[config.mk]
export PLATFORM = sky130hd
export DESIGN_NAME = tch_rot_cell
export DESIGN_NICKNAME = d
export VERILOG_FILES = /design/src/rtl/tch_pkg.sv /design/src/rtl/tch_rot_cell.sv
export SDC_FILE = /design/constraint.sdc
export NUM_CORES = 1
export LEC_CHECK = 0
export BUFFER_PORTS_ARGS = -buffer_cell sky130_fd_sc_hd__buf_4
export CAP_MARGIN = 20
export CORE_UTILIZATION = 55
export CTS_BUF_LIST = sky130_fd_sc_hd__clkbuf_16
export DETAILED_ROUTE_END_ITERATION = 6
export PLACE_DENSITY_LB_ADDON = 0.3
export SYNTH_ARGS = -nofsm -noshare
export SYNTH_HDL_FRONTEND = slang
export SYNTH_SLANG_ARGS = --single-unit
[constraint.sdc]
create_clock -name i_clk -period 8.6 [get_ports i_clk]
set_input_delay 0.43 -clock i_clk [delete_from_list [all_inputs] [get_ports i_clk]]
set_output_delay 0.43 -clock i_clk [all_outputs]
set_load 0.02 [all_outputs]
[src/rtl/tch_pkg.sv]
package tch_pkg;

    localparam int CORDIC_STEPS = 16;
    localparam int STEP_W = 5;

    // Q2.30 constants; DEG_Q16 is a Q16 scale factor and FULL_TURN an integer
    localparam logic signed [33:0] GAIN_Q30    = 34'sh026DD3B6A;
    localparam logic signed [33:0] HALF_PI_Q30 = 34'sh06487ED51;
    localparam logic signed [33:0] PI_Q30      = 34'sh0C90FDAA2;
    localparam logic signed [31:0] DEG_Q16     = 32'sd480631834;
    localparam int FULL_TURN = 46080;

    // sin/cos datapath width (values stay within about +-1.7 in Q2.30)
    localparam int SC_W = 34;
    // vectoring datapath width: xH, yH are Q.30 below 2^47, growth 1.65x
    localparam int V_W  = 63;

    typedef logic signed [SC_W-1:0] t_sc;
    typedef logic signed [V_W-1:0]  t_vec;

    // atan(2^-i) in Q2.30, truncated
    function automatic t_sc atan_q30(input logic [STEP_W-1:0] i);
        case (i)
            5'd0:  atan_q30 = 34'sh03243F6A8;
            5'd1:  atan_q30 = 34'sh01DAC6705;
            5'd2:  atan_q30 = 34'sh00FADBAFC;
            5'd3:  atan_q30 = 34'sh007F56EA6;
            5'd4:  atan_q30 = 34'sh003FEAB76;
            5'd5:  atan_q30 = 34'sh001FFD55B;
            5'd6:  atan_q30 = 34'sh000FFFAAA;
            5'd7:  atan_q30 = 34'sh0007FFF55;
            5'd8:  atan_q30 = 34'sh0003FFFEA;
            5'd9:  atan_q30 = 34'sh0001FFFFD;
            5'd10: atan_q30 = 34'sh0000FFFFF;
            5'd11: atan_q30 = 34'sh00007FFFF;
            5'd12: atan_q30 = 34'sh00003FFFF;
            5'd13: atan_q30 = 34'sh00001FFFF;
            5'd14: atan_q30 = 34'sh00000FFFF;
            5'd15: atan_q30 = 34'sh000007FFF;
            5'd16: atan_q30 = 34'sh000003FFF;
            5'd17: atan_q30 = 34'sh000001FFF;
            5'd18: atan_q30 = 34'sh000000FFF;
            5'd19: atan_q30 = 34'sh0000007FF;
            5'd20: atan_q30 = 34'sh0000003FF;
            5'd21: atan_q30 = 34'sh0000001FF;
            5'd22: atan_q30 = 34'sh0000000FF;
            5'd23: atan_q30 = 34'sh00000007F;
            default: atan_q30 = '0;
        endcase
    endfunction

endpackage

[src/rtl/tch_rot_cell.sv]
// One rotation-mode CORDIC iteration for pitch and roll side by side
module tch_rot_cell import tch_pkg::*; (
    input  logic              i_clk,
    input  logic              i_en,
    input  logic [STEP_W-1:0] i_step,
    input  t_sc               i_xp, i_yp, i_zp,
    input  t_sc               i_xr, i_yr, i_zr,
    output t_sc               o_xp, o_yp, o_zp,
    output t_sc               o_xr, o_yr, o_zr
);
    t_sc n_xp, n_yp, n_zp, n_xr, n_yr, n_zr;
    t_sc r_xp, r_yp, r_zp, r_xr, r_yr, r_zr;
    t_sc w_at;

    always_comb begin
        w_at = atan_q30(i_step);
        if (i_zp >= 0) begin
            n_xp = i_xp - (i_yp >>> i_step);
            n_yp = i_yp + (i_xp >>> i_step);
            n_zp = i_zp - w_at;
        end else begin
            n_xp = i_xp + (i_yp >>> i_step);
            n_yp = i_yp - (i_xp >>> i_step);
            n_zp = i_zp + w_at;
        end
        if (i_zr >= 0) begin
            n_xr = i_xr - (i_yr >>> i_step);
            n_yr = i_yr + (i_xr >>> i_step);
            n_zr = i_zr - w_at;
        end else begin
            n_xr = i_xr + (i_yr >>> i_step);
            n_yr = i_yr - (i_xr >>> i_step);
            n_zr = i_zr + w_at;
        end
    end

    always_ff @(posedge i_clk) begin
        if (i_en) begin
            r_xp <= n_xp; r_yp <= n_yp; r_zp <= n_zp;
            r_xr <= n_xr; r_yr <= n_yr; r_zr <= n_zr;
        end
    end

    assign o_xp = r_xp; assign o_yp = r_yp; assign o_zp = r_zp;
    assign o_xr = r_xr; assign o_yr = r_yr; assign o_zr = r_zr;
endmodule

== Word level (Yosys, flattened, before mapping) ==
Memory sizes are Yosys's and may differ from the RTL's.
Index checks and enable logic that the tools add are counted.
Word-level totals
  output and inout bits: 204
  logic and storage cells: 31
  memories: 1
  ROM bits: 960
  bits in registers: 204
  bits of input ports: 211
Cells by class
  add/sub/neg operators: 12
  magnitude comparators: 2
  multiplexer cells: 6
  shift operators: 4
Memory list
  (name not given): words 32, width 30, rd ports 1, clocked after memory_dff 0, wr ports 0, line tch_pkg.sv:23  | case (i)
Operators with widths (count)
  34-bit adder: 6
  34-bit 2-to-1 mux: 6
  34-bit subtractor: 6
  34-bit by 5-bit >>> shifter with 34-bit output: 4
  34-bit by 1-bit greater-or-equal comparator with 1-bit output, second input constant: 2

== Logic depth before layout (Yosys ltp) ==
  word-level depth: 3
  mapped depth: 30

== Least setup slack after synthesis ==
OpenSTA, ideal clock, no wires.
  path kind: input-to-reg
  start: in i_step[1]
  end: reg r_zr[32], in the netlist o_zr[32], data pin
  buffers on the path: 5
  stages on the path: 26
  slack: 2.211 ns
  arrival: 6.128 ns
  required time: 8.339 ns
  setup time: 0.261 ns
  path through: clkinv_1 > buf_1 > clkbuf_1 > clkbuf_1 > clkbuf_1 > ha_1 > nand2_1 > o21ai_0 > a221oi_1 > inv_1 > ha_1 > nand3b_1 > or3_1 > or4b_1 > clkbuf_1 > nand2_1 > mux2_2 > ha_1 > and3_1 > a31oi_1 > o21ai_0 > a221oi_1 > a21boi_0 > o211ai_1 > a31oi_1 > a311o_1
Between the ends
  cells in the longest elaborated chain, start to end: 3
  elaborated cells on any way between the ends: 4
RTL lines
  from (decl): line tch_rot_cell.sv:5  | input logic [STEP_W-1:0] i_step,
  memory 32 x 30 bit (*)
  34-bit adder or 34-bit subtractor (tied branches): line tch_rot_cell.sv:33, tch_rot_cell.sv:29
  34-bit 2-to-1 mux (*): line tch_rot_cell.sv:26  | if (i_zr >= 0) begin
  named net n_zr[32]: line tch_rot_cell.sv:11  | t_sc n_xp, n_yp, n_zp, n_xr, n_yr, n_zr;
  to (signal assigned): line tch_rot_cell.sv:40  | r_xr <= n_xr; r_yr <= n_yr; r_zr <= n_zr;
  to (decl): line tch_rot_cell.sv:12  | t_sc r_xp, r_yp, r_zp, r_xr, r_yr, r_zr;
The timed path passes the listed nets; every way through them passes the cells marked *.
A chain may end at the register's enable or synchronous reset.

== Worst setup path in the final report ==
  start: in i_step[0]
  end: reg r_xr[30], in the netlist o_xr[30], data pin
Between the ends
  cells in the longest elaborated chain, start to end: 3
  elaborated cells on any way between the ends: 4
RTL lines (line)
  34-bit by 5-bit >>> shifter with 34-bit output (*): tch_rot_cell.sv:27, tch_rot_cell.sv:31
  34-bit adder or 34-bit subtractor (tied branches): tch_rot_cell.sv:31, tch_rot_cell.sv:27
  34-bit 2-to-1 mux (*): tch_rot_cell.sv:26
  named net n_xr[30]: tch_rot_cell.sv:11
  to (signal assigned): tch_rot_cell.sv:40
  to (decl): tch_rot_cell.sv:12
Marks and branches as above.

==> out/metrics.cfg <==
[outcome]
outcome = completed

[synthesis]
yosysTopAreaCell = edfxtp_1
synth_cell_types = 107
synth_fp_nets = 3822
synth-edff-count = 204
synth-seq-cells = 204
synthArstFlopShare = 0
ys_seq_area_frac = 0.201
synth_area_leaders = edfxtp_1 20%, mux4_2 13%, ha_1 8.6%
yosysWarnings = 0
synth_top_area_share = 0.201
synth_ff_type = edfxtp_1
synth_cells = 3394
synth_area_per_cell_um2 = 9.00
synthesis.area_um2 = 30500

[pwr]
leakage_nw = 14.2
vdd_drop_max_mv = 0.146
power_per_cell_area_nw_per_um2 = 178

[floorplanning]
start_util = 0.556
core_area_um2 = 55000
rows = 86
die-height_um = 238
ios = 415
die-area_um2 = 56500
die_x_um = 238

[flow_run]
max_cap_viol_count = 0

[cts]
h-tree-depth = 1
clockRootBuffer = clkbuf_16
tritoncts = done
holdBufCountCts = 0
cts.clk_slew.worst_paths_ns = 0.07
clock_sinks = 204
postCtsSetupBuffers = 0
cts_resized = 0
cts_buffers = 24
clockBufferDepth = 3

[route]
drtPass1Iterations = 7
remaining_drc_errors = 0
drt-total-wl_um = 111000
detail_route.iter0.violations = 4442
avgRoutedWirePerCell_um = 25.1
post_drt_via_cell_ratio = 6.91
vias = 30700
ant_nets = 0

[timing]
max_freq_mhz = 148
setup_viol = 0
hold_slack_ns = 0.202
rsz0062_at_grt = false
slew_viol_final = 0
setup_tns_ns = 0
hold_violations = 0
worst_slew_pin_slew_ns = 1.14
slew_headroom = 0.236
period_needed_ns = 6.77
post-route-period-util = 0.787

[grt]
grt_max_degree = 93
grt_pass1_wl_um = 167000
grt_overflow = 0
grtUsageTotal = 0.381
antenna_found_initial = 3
first_global_vias = 27900

[finish]
final_layout_size_suffix_gt1_frac = 0.209
area_delta_synth_final_pct = 13.9
stdcell_area_um2 = 34800
layout.nets = 4107

[min_path]
hold_class = input pin to flip-flop

[setup_path]
crit_type = input pin to flip-flop
crit_path_end_kind = flip-flop
cp_max_fo = 82
worstPathRequired_ns = 8.88
arrival_ns = 7.05
cp-start-kind = input pin

[placed_design]
place_congestion = 1.06
place_area_um2 = 34000
numPortBuffers = 414
dp_hpwl_um = 85500

## worst max-delay path, cell delays in order
cell       delay (ns)
buf_8            0.56
buf_12           0.50
mux2_1           0.42
mux2_2           0.30
a221o_1          0.36
a211oi_2         0.48
nand3_1          0.22
or3_1            0.52
nand2_1          0.13
xor2_1           0.17
ha_1             0.31
a21o_1           0.18
a21o_1           0.20
a2111oi_0        0.45
a221oi_1         0.26
a21o_1           0.23
o41ai_1          0.53
o21ai_0          0.29
nor4_1           0.28
a2111oi_0        0.12
## metal layers
layer	up-vias	GRT usage	routed length, um
met5	-	0	23
met4	4	0.153	4980
met3	359	0.103	14900
met2	2250	0.579	48200
met1	14400	0.514	43200
li1	13700	-	-
## layout make-up
class                      count  area (um^2)
fill                        4707        20200
clock inverter                19          173
antenna                        1         2.50
clock buffer                  25          626
inverter                      97          364
sequential                   204         6130
timing repair buffer         455         3470
tap                          748          936
multi-input combinational   2897        23100
## per-stage QoR
stage	util	cells	setup slack [ns]	power, mW
after floorplan	-	3394	2.21	3.95
after global placement	0.618	4401	1.56	5.04
after detailed placement	0.618	4401	1.40	5.07
after CTS	0.633	4445	1.96	6.15
after global routing	0.633	4446	1.30	6.52
final	0.633	4446	1.83	6.20
## final timing paths
path                  cells past startpoint  slack, ns  endpoint       from
worst max-delay path                     20       1.83  o_xr[30]  i_step[0]
worst min-delay path                      2       0.20   o_yp[0]    i_yp[0]
## Yosys cell counts (all sizes together) (87+ instances only)
| master | count |
|---|---|
| nand2 | 324 |
| a21oi | 266 |
| nor2 | 237 |
| o21ai | 225 |
| ha | 211 |
| edfxtp | 204 |
| xnor2 | 193 |
| mux4 | 181 |
| mux2i | 132 |
| clkbuf | 109 |
| xor2 | 106 |
| a21o | 97 |
| inv | 94 |
| buf | 87 |
## cell usage in the layout, fill, tap and decap left out, types with 40 or more instances in the layout
master,count
nor3_1,44
a21oi_1,266
nor2b_1,40
o21a_1,40
ha_1,211
mux4_2,181
nand3_1,79
o21ai_0,193
nand2b_1,41
mux2_2,44
inv_1,96
xor2_1,106
mux2i_1,132
buf_4,448
nor2_1,236
xnor2_1,193
a21o_1,97
nand2_1,323
edfxtp_1,204
## sequential cells by signal, indices dropped and copies added (netlist names)
name,cells
o_yp,34
o_yr,34
o_zp,34
o_xr,34
o_xp,34
o_zr,34
## cells by family (layout without fill, tap and decap cells)
group,count (synthesis),in the layout,share of synthesized area
AO/OA/AOI/OAI,1044,1044,0.225
AND/OR/NAND/NOR,954,954,0.151
multiplexers,382,382,0.202
XOR/XNOR,300,300,0.0865
buffers and inverters,293,596,0.0446
adder cells (fa/ha/maj),217,217,0.0904
flip-flops,204,204,0.201
other,0,1,0
## where the power goes
group | total [mW] | switching, mW | internal [mW] | leakage (nW)
sequential | 1.58 | 0.0899 | 1.49 | 2.00
combinational | 3.56 | 2.09 | 1.47 | 11.8
clock | 1.05 | 0.439 | 0.615 | 0.408
total | 6.20 | 2.62 | 3.57 | 14.2
Note: power is estimated with default switching activity, not from simulation.
